===== src/rtl/core/svema_pkg.sv =====
package svema_pkg;

    // Filter number format
    localparam int FRAC_BITS   = 22;
    localparam int SAMPLE_BITS = 10;
    localparam int ACC_W       = SAMPLE_BITS + FRAC_BITS;

    // Multiplier operands: weight side and accumulator/sample side
    localparam int K_W    = FRAC_BITS + 1;
    localparam int OPB_W  = (FRAC_BITS > SAMPLE_BITS) ? FRAC_BITS : SAMPLE_BITS;
    localparam int PROD_W = K_W + OPB_W;

    // Port field widths
    localparam int SAMPLE_IN_W = 10;
    localparam int ALPHA_W     = 22;
    localparam int REF_W       = 21;
    localparam int CODE_W      = 10;
    localparam int CFG_IDX_W   = 1;
    localparam int CFG_DATA_W  = 22;

    localparam int DIV_CNT_W = $clog2(REF_W);

    localparam logic [ALPHA_W-1:0] ALPHA_RESET = ALPHA_W'(2097);
    localparam logic [REF_W-1:0]   REF_RESET   = REF_W'(1126400);

    localparam logic [CFG_IDX_W-1:0] CFG_ALPHA = CFG_IDX_W'(0);
    localparam logic [CFG_IDX_W-1:0] CFG_REF   = CFG_IDX_W'(1);

    typedef enum logic [2:0] {
        ST_IDLE,
        ST_MUL_SAMPLE,
        ST_MUL_WHOLE,
        ST_MUL_PART,
        ST_COMMIT,
        ST_DIV,
        ST_OUT
    } t_state;

    typedef enum logic [2:0] {
        DP_NOP,
        DP_CAPTURE,
        DP_MUL_SAMPLE,
        DP_MUL_WHOLE,
        DP_MUL_PART,
        DP_COMMIT,
        DP_DIV_STEP,
        DP_OUT_LOAD
    } t_dp_op;

    typedef struct packed {
        logic code_zero;
        logic div_last;
    } t_dp_status;

endpackage


===== src/rtl/core/svema_in_if.sv =====
interface svema_in_if;
    logic                                valid;
    logic                                ready;
    logic [svema_pkg::SAMPLE_IN_W-1:0]   adc_sample;

    modport source (output valid, output adc_sample, input ready);
    modport sink   (input valid, input adc_sample, output ready);
endinterface


===== src/rtl/core/svema_out_if.sv =====
interface svema_out_if;
    logic                          valid;
    logic                          ready;
    logic [svema_pkg::REF_W-1:0]   supply_millivolts;
    logic [svema_pkg::CODE_W-1:0]  filtered_code;
    logic                          divide_by_zero;

    modport source (output valid, output supply_millivolts, output filtered_code,
                    output divide_by_zero, input ready);
    modport sink   (input valid, input supply_millivolts, input filtered_code,
                    input divide_by_zero, output ready);
endinterface


===== src/rtl/core/svema_ctrl.sv =====
module svema_ctrl (
    input  logic                  i_clk,
    input  logic                  i_rst_n,
    input  logic                  i_in_valid,
    input  logic                  i_out_ready,
    input  svema_pkg::t_dp_status i_status,
    output logic                  o_in_ready,
    output logic                  o_out_valid,
    output svema_pkg::t_dp_op     o_op
);

    svema_pkg::t_state r_state, n_state;
    logic              r_out_valid, n_out_valid;

    always_ff @(posedge i_clk) begin
        if (!i_rst_n) begin
            r_state     <= svema_pkg::ST_IDLE;
            r_out_valid <= 1'b0;
        end else begin
            r_state     <= n_state;
            r_out_valid <= n_out_valid;
        end
    end

    always_comb begin
        n_state     = r_state;
        n_out_valid = r_out_valid && !i_out_ready;
        o_op        = svema_pkg::DP_NOP;
        o_in_ready  = 1'b0;
        case (r_state)
            svema_pkg::ST_IDLE: begin
                // hold off sample beats while reset is applied
                o_in_ready = i_rst_n;
                if (i_in_valid && i_rst_n) begin
                    o_op    = svema_pkg::DP_CAPTURE;
                    n_state = svema_pkg::ST_MUL_SAMPLE;
                end
            end
            svema_pkg::ST_MUL_SAMPLE: begin
                o_op    = svema_pkg::DP_MUL_SAMPLE;
                n_state = svema_pkg::ST_MUL_WHOLE;
            end
            svema_pkg::ST_MUL_WHOLE: begin
                o_op    = svema_pkg::DP_MUL_WHOLE;
                n_state = svema_pkg::ST_MUL_PART;
            end
            svema_pkg::ST_MUL_PART: begin
                o_op    = svema_pkg::DP_MUL_PART;
                n_state = svema_pkg::ST_COMMIT;
            end
            svema_pkg::ST_COMMIT: begin
                o_op    = svema_pkg::DP_COMMIT;
                n_state = svema_pkg::ST_DIV;
            end
            svema_pkg::ST_DIV: begin
                // skip the divide entirely on a zero code
                if (i_status.code_zero) begin
                    n_state = svema_pkg::ST_OUT;
                end else begin
                    o_op = svema_pkg::DP_DIV_STEP;
                    if (i_status.div_last) begin
                        n_state = svema_pkg::ST_OUT;
                    end
                end
            end
            svema_pkg::ST_OUT: begin
                // hold until the output register is free
                if (!r_out_valid || i_out_ready) begin
                    o_op        = svema_pkg::DP_OUT_LOAD;
                    n_out_valid = 1'b1;
                    n_state     = svema_pkg::ST_IDLE;
                end
            end
            default: begin
                n_state = svema_pkg::ST_IDLE;
            end
        endcase
    end

    assign o_out_valid = r_out_valid;

endmodule


===== src/rtl/core/svema_dpath.sv =====
module svema_dpath (
    input  logic                               i_clk,
    input  logic                               i_rst_n,
    input  logic                               i_cfg_we,
    input  logic [svema_pkg::CFG_IDX_W-1:0]    i_cfg_idx,
    input  logic [svema_pkg::CFG_DATA_W-1:0]   i_cfg_data,
    input  logic [svema_pkg::SAMPLE_IN_W-1:0]  i_adc_sample,
    input  svema_pkg::t_dp_op                  i_op,
    output svema_pkg::t_dp_status              o_status,
    output logic [svema_pkg::REF_W-1:0]        o_supply_millivolts,
    output logic [svema_pkg::CODE_W-1:0]       o_filtered_code,
    output logic                               o_divide_by_zero
);

    localparam int CMP_W = (svema_pkg::ALPHA_W > svema_pkg::K_W) ?
                           svema_pkg::ALPHA_W : svema_pkg::K_W;
    localparam int SB    = svema_pkg::SAMPLE_BITS;
    localparam int FB    = svema_pkg::FRAC_BITS;

    logic [svema_pkg::ALPHA_W-1:0]   r_alpha;
    logic [svema_pkg::REF_W-1:0]     r_ref;
    logic [svema_pkg::ACC_W-1:0]     r_acc;
    logic [SB-1:0]                   r_sample;
    logic [svema_pkg::ACC_W-1:0]     r_sum;
    logic [svema_pkg::REF_W-1:0]     r_quo;
    logic [SB-1:0]                   r_rem;
    logic [svema_pkg::DIV_CNT_W-1:0] r_cnt;
    logic [svema_pkg::REF_W-1:0]     r_out_mv;
    logic [svema_pkg::CODE_W-1:0]    r_out_code;
    logic                            r_out_dz;

    logic [CMP_W-1:0]              alpha_ext;
    logic [CMP_W-1:0]              one_ext;
    logic [svema_pkg::K_W-1:0]     w_sat;
    logic [svema_pkg::K_W-1:0]     k_rest;
    logic [svema_pkg::K_W-1:0]     opa;
    logic [svema_pkg::OPB_W-1:0]   opb;
    logic [svema_pkg::PROD_W-1:0]  prod;
    logic [svema_pkg::ACC_W-1:0]   term;
    logic [SB-1:0]                 code;
    logic                          code_zero;
    logic [SB:0]                   rem_sh;
    logic                          rem_ge;
    logic [SB:0]                   rem_diff;

    // Clamp the weight to one, then form its complement
    assign alpha_ext = CMP_W'(r_alpha);
    assign one_ext   = CMP_W'(1) << FB;
    assign w_sat     = (alpha_ext > one_ext) ? svema_pkg::K_W'(one_ext)
                                             : svema_pkg::K_W'(alpha_ext);
    assign k_rest    = svema_pkg::K_W'(one_ext) - w_sat;

    assign code      = r_acc[svema_pkg::ACC_W-1:FB];
    assign code_zero = (code == '0);

    // Shared multiplier: weight*sample, rest*whole, rest*fraction
    always_comb begin
        opa  = k_rest;
        opb  = svema_pkg::OPB_W'(r_acc[FB-1:0]);
        case (i_op)
            svema_pkg::DP_MUL_SAMPLE: begin
                opa = w_sat;
                opb = svema_pkg::OPB_W'(r_sample);
            end
            svema_pkg::DP_MUL_WHOLE: begin
                opb = svema_pkg::OPB_W'(code);
            end
            default: begin
                opb = svema_pkg::OPB_W'(r_acc[FB-1:0]);
            end
        endcase
    end

    assign prod = svema_pkg::PROD_W'(opa) * svema_pkg::PROD_W'(opb);
    assign term = (i_op == svema_pkg::DP_MUL_PART) ? svema_pkg::ACC_W'(prod >> FB)
                                                   : svema_pkg::ACC_W'(prod);

    // Restoring divide, one quotient bit per step
    assign rem_sh   = {r_rem, r_quo[svema_pkg::REF_W-1]};
    assign rem_ge   = (rem_sh >= {1'b0, code});
    assign rem_diff = rem_sh - {1'b0, code};

    always_ff @(posedge i_clk) begin
        if (!i_rst_n) begin
            r_alpha <= svema_pkg::ALPHA_RESET;
            r_ref   <= svema_pkg::REF_RESET;
            r_acc   <= '0;
            r_cnt   <= '0;
        end else begin
            if (i_cfg_we && (i_cfg_idx == svema_pkg::CFG_ALPHA)) begin
                r_alpha <= svema_pkg::ALPHA_W'(i_cfg_data);
            end
            if (i_cfg_we && (i_cfg_idx == svema_pkg::CFG_REF)) begin
                r_ref <= svema_pkg::REF_W'(i_cfg_data);
            end
            case (i_op)
                svema_pkg::DP_COMMIT: begin
                    r_acc <= r_sum;
                    r_cnt <= '0;
                end
                svema_pkg::DP_DIV_STEP: begin
                    r_cnt <= r_cnt + 1'b1;
                end
                default: begin
                end
            endcase
        end
    end

    always_ff @(posedge i_clk) begin
        case (i_op)
            svema_pkg::DP_CAPTURE: begin
                r_sample <= SB'(i_adc_sample);
            end
            svema_pkg::DP_MUL_SAMPLE: begin
                r_sum <= term;
            end
            svema_pkg::DP_MUL_WHOLE, svema_pkg::DP_MUL_PART: begin
                r_sum <= r_sum + term;
            end
            svema_pkg::DP_COMMIT: begin
                r_quo <= r_ref;
                r_rem <= '0;
            end
            svema_pkg::DP_DIV_STEP: begin
                r_rem <= rem_ge ? rem_diff[SB-1:0] : rem_sh[SB-1:0];
                r_quo <= {r_quo[svema_pkg::REF_W-2:0], rem_ge};
            end
            svema_pkg::DP_OUT_LOAD: begin
                r_out_dz   <= code_zero;
                r_out_mv   <= code_zero ? '0 : r_quo;
                r_out_code <= svema_pkg::CODE_W'(code);
            end
            default: begin
            end
        endcase
    end

    assign o_status.code_zero = code_zero;
    assign o_status.div_last  = (r_cnt == svema_pkg::DIV_CNT_W'(svema_pkg::REF_W - 1));

    assign o_supply_millivolts = r_out_mv;
    assign o_filtered_code     = r_out_code;
    assign o_divide_by_zero    = r_out_dz;

endmodule


===== src/rtl/core/supply_voltage_ema_monitor_top.sv =====
// A sample beat is taken only in the idle state: no new sample is taken until
//   the result of the last one is loaded into the output register, and the
//   divide is skipped when the filtered code is zero. Quotients come from the
//   21-step restoring divider; the three filter products share one multiplier.
// Reset (i_rst_n, synchronous, active low): accumulator cleared, registers at
//   their defaults, no result pending; ready as soon as reset is released.
module supply_voltage_ema_monitor_top (
    input  logic                              i_clk,
    input  logic                              i_rst_n,
    input  logic                              i_cfg_we,
    input  logic [svema_pkg::CFG_IDX_W-1:0]   i_cfg_idx,
    input  logic [svema_pkg::CFG_DATA_W-1:0]  i_cfg_data,
    svema_in_if.sink                          i_in_ch,
    svema_out_if.source                       o_out_ch
);

    // Command and status between sequencer and datapath
    svema_pkg::t_dp_op     dp_op;
    svema_pkg::t_dp_status dp_status;

    // Sequencer: take one sample beat, step the filter products, run the
    // divide, then park the result in the output register. A new sample is
    // taken while a finished result still waits on the output side.
    svema_ctrl u_ctrl (
        .i_clk       (i_clk),
        .i_rst_n     (i_rst_n),
        .i_in_valid  (i_in_ch.valid),
        .i_out_ready (o_out_ch.ready),
        .i_status    (dp_status),
        .o_in_ready  (i_in_ch.ready),
        .o_out_valid (o_out_ch.valid),
        .o_op        (dp_op)
    );

    // Datapath: configuration registers, accumulator, shared multiplier,
    // serial divider and the output register.
    svema_dpath u_dpath (
        .i_clk               (i_clk),
        .i_rst_n             (i_rst_n),
        .i_cfg_we            (i_cfg_we),
        .i_cfg_idx           (i_cfg_idx),
        .i_cfg_data          (i_cfg_data),
        .i_adc_sample        (i_in_ch.adc_sample),
        .i_op                (dp_op),
        .o_status            (dp_status),
        .o_supply_millivolts (o_out_ch.supply_millivolts),
        .o_filtered_code     (o_out_ch.filtered_code),
        .o_divide_by_zero    (o_out_ch.divide_by_zero)
    );

    // A zero code always reports zero millivolts
    a_dz_zero_mv: assert property (@(posedge i_clk) disable iff (!i_rst_n)
        (o_out_ch.valid && o_out_ch.divide_by_zero) |-> (o_out_ch.supply_millivolts == '0))
        else $error("divide_by_zero beat with nonzero millivolts");

    // The flag matches the reported code
    a_dz_code: assert property (@(posedge i_clk) disable iff (!i_rst_n)
        o_out_ch.valid |-> (o_out_ch.divide_by_zero == (o_out_ch.filtered_code == '0)))
        else $error("divide_by_zero disagrees with filtered_code");

    // One sample in flight: no second beat right after a taken one
    a_one_in_flight: assert property (@(posedge i_clk) disable iff (!i_rst_n)
        (i_in_ch.valid && i_in_ch.ready) |=> !i_in_ch.ready)
        else $error("sample taken while previous sample still in work");

    // A result appears only from the output step of the sequencer
    a_out_from_seq: assert property (@(posedge i_clk) disable iff (!i_rst_n)
        $rose(o_out_ch.valid) |-> $past(dp_op == svema_pkg::DP_OUT_LOAD))
        else $error("result valid without an output load");

endmodule


===== src/flat_wrapper.sv =====
// flat-port wrapper written by rule: the top's interface ports become plain ports
module supply_voltage_ema_monitor_top_flat 
  (i_clk, i_rst_n, i_cfg_we, i_cfg_idx, i_cfg_data, i_in_ch_valid, i_in_ch_adc_sample, i_in_ch_ready, o_out_ch_valid, o_out_ch_supply_millivolts, o_out_ch_filtered_code, o_out_ch_divide_by_zero, o_out_ch_ready);
  svema_in_if i_in_ch_i ();
  svema_out_if o_out_ch_i ();
  input  logic i_clk;
  input  logic i_rst_n;
  input  logic i_cfg_we;
  input  logic [svema_pkg::CFG_IDX_W-1:0] i_cfg_idx;
  input  logic [svema_pkg::CFG_DATA_W-1:0] i_cfg_data;
  input wire logic [$bits(i_in_ch_i.valid)-1:0] i_in_ch_valid;
  input wire logic [$bits(i_in_ch_i.adc_sample)-1:0] i_in_ch_adc_sample;
  output wire logic [$bits(i_in_ch_i.ready)-1:0] i_in_ch_ready;
  output wire logic [$bits(o_out_ch_i.valid)-1:0] o_out_ch_valid;
  output wire logic [$bits(o_out_ch_i.supply_millivolts)-1:0] o_out_ch_supply_millivolts;
  output wire logic [$bits(o_out_ch_i.filtered_code)-1:0] o_out_ch_filtered_code;
  output wire logic [$bits(o_out_ch_i.divide_by_zero)-1:0] o_out_ch_divide_by_zero;
  input wire logic [$bits(o_out_ch_i.ready)-1:0] o_out_ch_ready;
  assign i_in_ch_i.valid = i_in_ch_valid;
  assign i_in_ch_i.adc_sample = i_in_ch_adc_sample;
  assign i_in_ch_ready = i_in_ch_i.ready;
  assign o_out_ch_valid = o_out_ch_i.valid;
  assign o_out_ch_supply_millivolts = o_out_ch_i.supply_millivolts;
  assign o_out_ch_filtered_code = o_out_ch_i.filtered_code;
  assign o_out_ch_divide_by_zero = o_out_ch_i.divide_by_zero;
  assign o_out_ch_i.ready = o_out_ch_ready;
  supply_voltage_ema_monitor_top u_core (.i_clk(i_clk), .i_rst_n(i_rst_n), .i_cfg_we(i_cfg_we), .i_cfg_idx(i_cfg_idx), .i_cfg_data(i_cfg_data), .i_in_ch(i_in_ch_i), .o_out_ch(o_out_ch_i));
endmodule

===== config.mk =====
export PLATFORM = sky130hd
export DESIGN_NAME = supply_voltage_ema_monitor_top_flat
export DESIGN_NICKNAME = d
export VERILOG_FILES = /design/src/rtl/core/svema_pkg.sv /design/src/rtl/core/svema_in_if.sv /design/src/rtl/core/svema_out_if.sv /design/src/rtl/core/svema_ctrl.sv /design/src/rtl/core/svema_dpath.sv /design/src/rtl/core/supply_voltage_ema_monitor_top.sv /design/src/flat_wrapper.sv
export SDC_FILE = /design/constraint.sdc
export NUM_CORES = 2
export LEC_CHECK = 0
export ABC_CLOCK_PERIOD_IN_PS = 13400
export BUFFER_PORTS_ARGS = -buffer_cell sky130_fd_sc_hd__buf_2
export CAP_MARGIN = 40
export CORE_MARGIN = 2
export CORE_UTILIZATION = 55
export DETAILED_ROUTE_END_ITERATION = 7
export HOLD_SLACK_MARGIN = 0.15
export PLACE_DENSITY = 0.68
export SETUP_SLACK_MARGIN = 0.5
export SYNTH_ARGS = -nofsm -noshare
export SYNTH_HDL_FRONTEND = slang
export SYNTH_SLANG_ARGS = --single-unit

===== constraint.sdc =====
create_clock -name i_clk -period 13.4 [get_ports i_clk]
set_clock_uncertainty 0.2 [all_clocks]
set_input_delay 2.68 -clock i_clk [delete_from_list [all_inputs] [get_ports i_clk]]
set_output_delay 2.68 -clock i_clk [all_outputs]
set_load 0.02 [all_outputs]

### After elaboration in Yosys (flattened, before gate mapping)

Cells that the tools add are included.

| operators by class | value |
|---|---|
| shift operators | 0 |
| bitwise logic cells | 1 |
| muxes and demuxes | 21 |
| reductions and logical operators | 13 |
| equal/unequal tests | 17 |
| div/mod/pow operators | 0 |
| $mul | 1 |
| $lt $le $gt $ge | 2 |
| $add $sub $neg | 4 |

Operators by type and width:

| operator | count |
|---|---|
| $pmux W32 S2 | 1 |
| $mux W23 | 2 |
| $mul A23 B22 Y45 | 1 |
| $pmux W22 S2 | 1 |
| $pmux W21 S2 | 1 |
| $pmux W3 S7 | 2 |
| $add A32 B32 Y32 | 1 |
| $mux W32 | 1 |
| $gt A22 B23 Y1 const B | 1 |
| $sub A23 B23 Y23 const A | 1 |
| $eq A3 B3 Y1 const B | 7 |
| $pmux W10 S2 | 1 |
| $mux W3 | 6 |
| $eq A3 B2 Y1 const B | 4 |
| $ge A11 B10 Y1 | 1 |
| $logic_not A10 Y1 | 1 |
| $mux W10 | 1 |
| $pmux W5 S2 | 1 |
| $sub A10 B10 Y10 | 1 |
| $eq A3 B1 Y1 const B | 2 |
| $add A5 B1 Y5 const B | 1 |
| $eq A5 B5 Y1 const B | 1 |
| $logic_and A1 B1 Y1 | 4 |
| $mux W1 | 4 |
| 9 further kinds | 12 |

| word-level totals | value |
|---|---|
| logic and storage cells | 72 |
| register bits after elaboration | 189 |
| memory bits (read-only) | 0 |
| output and inout port bits | 34 |
| memories | 0 |
| bits in writable memories | 0 |
| bits of input ports | 38 |
| bits in latches | 0 |

### Logic depth before layout (Yosys ltp)

| logic depth | value |
|---|---|
| depth in word-level cells | 10 |
| mapped depth | 48 |
| depth with buffers taken out | 44 |

### Modules after synthesis

A second synthesis with hierarchy kept.

| unflattened totals | value |
|---|---|
| cells, all modules | 3029 |
| area, all modules | 26649.3 µm² |

Modules (own cells, without submodules):

| module | instances | sequential area each (µm²) | area each (µm²) | cells an instance |
|---|---|---|---|---|
| svema_dpath | 1 | 4754.6 | 26357.8 | 2997 |
| svema_ctrl | 1 | 80.1 | 291.5 | 32 |

### Least setup slack after synthesis

Ideal clock, no wire load.

| timing | value |
|---|---|
| path type | in2reg |
| start | in o_out_ch_ready |
| end | reg u_core.u_dpath.r_sum[31] (netlist bit), data pin |
| setup time | 261 ps |
| buffers on the path | 1 |
| data arrival time | 11513 ps |
| data required time | 12939 ps |
| cell stages on the path | 40 |
| setup slack | 1426 ps |
| cell sequence | nor2b_1 o22ai_1 a22oi_1 a21oi_1 nand2_1 fa_1 inv_1 fa_1 inv_1 fa_1 inv_1 fa_1 fa_1 fa_1 inv_1 fa_1 inv_1 ha_1 (+4 left out) o21bai_1 a21oi_2 o21bai_1 a21oi_1 xor2_1 o21ai_0 ha_1 clkbuf_2 nand3_1 nor2_1 a211oi_1 a21oi_1 a22oi_4 a2111oi_1 or3_1 a21o_1 a31oi_1 nand3_1 |

| between the ends | value |
|---|---|
| longest elaborated chain between the ends | 9 |
| elaborated cells between the ends (all ways) | 13 |
| those cells by class | 1 x add/sub; 1 x mul; 3 x eq/ne; 6 x mux; 2 x reduce/logical |

Ends and longest elaborated chain:

| what | RTL line | source |
|---|---|---|
| from (decl) | flat_wrapper.sv:18 | `input wire logic [$bits(o_out_ch_i.ready)-1:0] o_out_ch_ready;` |
| $logic_or A1 B1 Y1 (*) | svema_ctrl.sv:68 | `if (!r_out_valid \|\| i_out_ready) begin` |
| $mux W3 (*) | svema_ctrl.sv:68 |  |
| $pmux W3 S7 (*) | svema_ctrl.sv:30 | `case (r_state)` |
| $eq A3 B2 Y1 | svema_dpath.sv:60, svema_dpath.sv:111 |  |
| $pmux W22 S2 or $mux W23 (tied branches) | svema_dpath.sv:60 | `case (i_op)` |
| $mul A23 B22 Y45 | svema_dpath.sv:74 | `assign prod = svema_pkg::PROD_W'(opa) * svema_pkg::PROD_W'(opb);` |
| $mux W32 | svema_dpath.sv:75 | `assign term = (i_op == svema_pkg::DP_MUL_PART) ? svema_pkg::ACC_W'(prod >> FB)` |
| $add A32 B32 Y32 | svema_dpath.sv:119 | `r_sum <= r_sum + term;` |
| $pmux W32 S2 (*) | svema_dpath.sv:111 | `case (i_op)` |
| to (signal assigned) | svema_dpath.sv:116 | `r_sum <= term;` |
| to (signal assigned) | svema_dpath.sv:119 |  |
| to (decl) | svema_dpath.sv:24 | `logic [svema_pkg::ACC_W-1:0] r_sum;` |

Every way passes the cells marked *; elsewhere a longest branch is shown, timed or not.
A chain may end at the register's enable or synchronous reset.

### Worst setup path after layout

Same ends and word-level chain as after synthesis.

==> results.sh <==
export IMPL_syn_inst=3057
export IMPL_rows=80
export IMPL_vias=21400
export IMPL_antenna_found_initial=0
export IMPL_drc_errors=0
export IMPL_firstDrtPassIters=5
export IMPL_final_nets=3768
export IMPL_grt_pass1_wl_um=124000
export IMPL_postCtsHoldBufs=0
export IMPL_grt_remaining_overflow=0
export IMPL_cp_required_ns=13.40
export IMPL_critical_path_top_delay_family="adder cells"
export IMPL_cp_max_fo=7
export IMPL_cts_buffers=17
export IMPL_worst_pin_slew_ns=0.944
export IMPL_cpPeakStageDelay_ns=0.56
export IMPL_regArea_mm2=0.00483
export IMPL_synth_edf_count=105
export IMPL_routed_wirelength_um=77500
export IMPL_hold_violations=0
export IMPL_worst_path_max_delay_cell="fa_1"
export IMPL_period_needed_ns=12.40
export IMPL_synth_ff_type="edfxtp_1"
export IMPL_insertion_delay_ns=0.45
export IMPL_dieArea_mm2=0.0499
export IMPL_viasPerCell=5.73
export IMPL_ys_types=74
export IMPL_htreeDepth=4
export IMPL_die_h_um=223
export IMPL_finalMaxSlewViolations=0
export IMPL_synth_area_mm2=0.0265
export IMPL_place_port_buffers=71
export IMPL_drive_gt1_share_pct=7.79
export IMPL_relSlewSlack_pct=36.9
export IMPL_timing_final_crit_share_pct=92.5
export IMPL_grt_usage_pct=32.4
export IMPL_cp_end_kind="flip-flop"
export IMPL_status="completed"
export IMPL_cp_num_buf_inv=7
export IMPL_ant_nets=0
export IMPL_yosys_warnings=0
export IMPL_coreArea_mm2=0.0476
export IMPL_grt_pass1_vias=22200
export IMPL_grt_max_degree=86
export IMPL_synth_avg_cell_area_um2=8.66
export IMPL_ctsLongestPathBuffers=2
export IMPL_synth_seq_area_share_pct=18.3
export IMPL_first_iter_violations=1957
export IMPL_antenna_cells=0
export IMPL_crit_path_start_kind="input pin"
export IMPL_syn_nets=3719
export IMPL_cap_violations=0
export IMPL_synth_seq_cells=189
export IMPL_path_clk_slew_ns=0.08
export IMPL_io_pins=72
export IMPL_worstHoldPathType="reg2reg"
export IMPL_setup_viol=0
export IMPL_tns_ns=0
export IMPL_cpMostUsedCell="fa_1"
export IMPL_dpl_hpwl_um=63400
export IMPL_postLayoutCoreUtil_pct=60.1
export IMPL_crit_arrival_ns=12.40
export IMPL_area_delta_synth_final_pct=8.20
export IMPL_cts_tree="done"
export IMPL_root_buffer="clkbuf_16"
export IMPL_multi_input_area_mm2=0.0194
export IMPL_fp_dieW_um=223
export IMPL_rsz0062_at_grt="true"
export IMPL_start_util_pct=55.5
export IMPL_wl_per_cell_um=20.7
export IMPL_async_flop_share_pct=0
export IMPL_gp_congestion=0.993
export IMPL_holdWs_ns=0.254
export IMPL_fmax_mhz=80.7
export IMPL_cts_sinks=189
export IMPL_fillCellCount=4247
export IMPL_critPathKind="in2reg"
export IMPL_ff2ff_setup_slack_ns=1.77
[sequential cells by signal, summed over array words and instances, names as in the netlist]
name and cells:
u_core.u_dpath.o_filtered_code 10, u_core.u_dpath.r_cnt 5, u_core.u_dpath.r_sample 10, u_core.u_dpath.r_quo 21, u_core.u_dpath.o_supply_millivolts 21, u_core.u_dpath.r_sum 32, u_core.u_dpath.r_rem 10, u_core.u_ctrl.o_out_valid 1
u_core.u_dpath.r_ref 21, u_core.u_ctrl.r_state 3, u_core.u_dpath.o_divide_by_zero 1, u_core.u_dpath.r_alpha 22, u_core.u_dpath.r_acc 32
[routing by layer]
layer	vias up	global-route usage, %	share of wire, %
li1	9684	-	-
met1	10700	44.3	42
met2	823	52.8	47
met3	158	6.03	7.6
met4	0	9.94	3.6
met5	-	0	0
[worst paths after layout]
path,to,cells past startpoint,start
setup / recovery,u_core.u_dpath.r_sum[31]$_DFFE_PP_,40,o_out_ch_ready
hold / removal,u_core.u_dpath.r_cnt[4]$_SDFFE_PN0P_,1,u_core.u_dpath.r_cnt[4]$_SDFFE_PN0P_
setup reg to reg,u_core.u_dpath.r_sum[31]$_DFFE_PP_,39,u_core.u_dpath.r_alpha[0]$_SDFFE_PN1P_
hold reg to reg,u_core.u_dpath.r_cnt[4]$_SDFFE_PN0P_,1,u_core.u_dpath.r_cnt[4]$_SDFFE_PN0P_
[cells by family after synthesis]
group	count (synthesis)	synth area share [%]
simple gates	1104	17.3
fa+ha+maj	624	41.4
buf+inv	609	8.80
compound gates	409	10.1
flops	189	18.3
xor+xnor	110	3.67
mux	12	0.454
[final cells by class]
class                           instances  share of cell area (%)
Clock buffer                           19                    1.59
Clock inverter                         13                   0.507
Inverter                              466                    6.11
Tap cell                              615                    2.69
Multi-Input combinational cell       2259                    67.8
Sequential cell                       189                    16.9
Timing Repair Buffer                  173                    4.43
[stage by stage]
step                      setup WS (ns)  area [um^2]  instances
final                              1.00        28600       3734
after global routing              0.470        28600       3734
after CTS                         0.896        28600       3731
after detailed placement          0.469        28000       3699
after global placement            0.526        27700       3674
after floorplan                    1.43        26500       3057
[timing repair]
action	in CTS	in global routing
endpoints found under the hold margin	0	0
gates resized for setup	0	7
setup endpoints to repair	0	11
setup buffers	0	2
[layout by cell type (no fill, tap or decap), types with 13 or more instances in the layout]
master / synthesis / layout
a21o_1: 51 / 48
nand2_1: 590 / 590
nor2b_1: 16 / 15
dfxtp_1: 84 / 84
edfxtp_1: 105 / 105
inv_1: 465 / 465
nor3_1: 27 / 27
nor2_1: 322 / 321
a21oi_1: 89 / 89
xor2_1: 51 / 45
buf_2: 3 / 71
xnor2_1: 58 / 54
ha_1: 205 / 205
nand3_1: 34 / 34
nand4_1: 13 / 13
fa_1: 419 / 419
and2_1: 41 / 41
a21boi_0: 74 / 74
clkbuf_16: 0 / 18
o21ai_0: 92 / 90
buf_4: 0 / 84
nand2b_1: 19 / 19
[cell usage after synthesis (all sizes together) (42+ instances only)]
master	count	area, um^2
inv	465	1750
dfxtp	84	1680
nor2	322	1210
nand2	590	2210
and2	42	265
xnor2	59	524
clkbuf	135	539
edfxtp	105	3150
fa	419	8390
a21oi	92	472
xor2	51	447
a21boi	76	571
ha	205	2560
a21o	51	383
o21ai	103	515
Power is left out: the tool's default activity adds up to more than one toggle a clock period on the data nets, which glitch-free logic cannot reach.
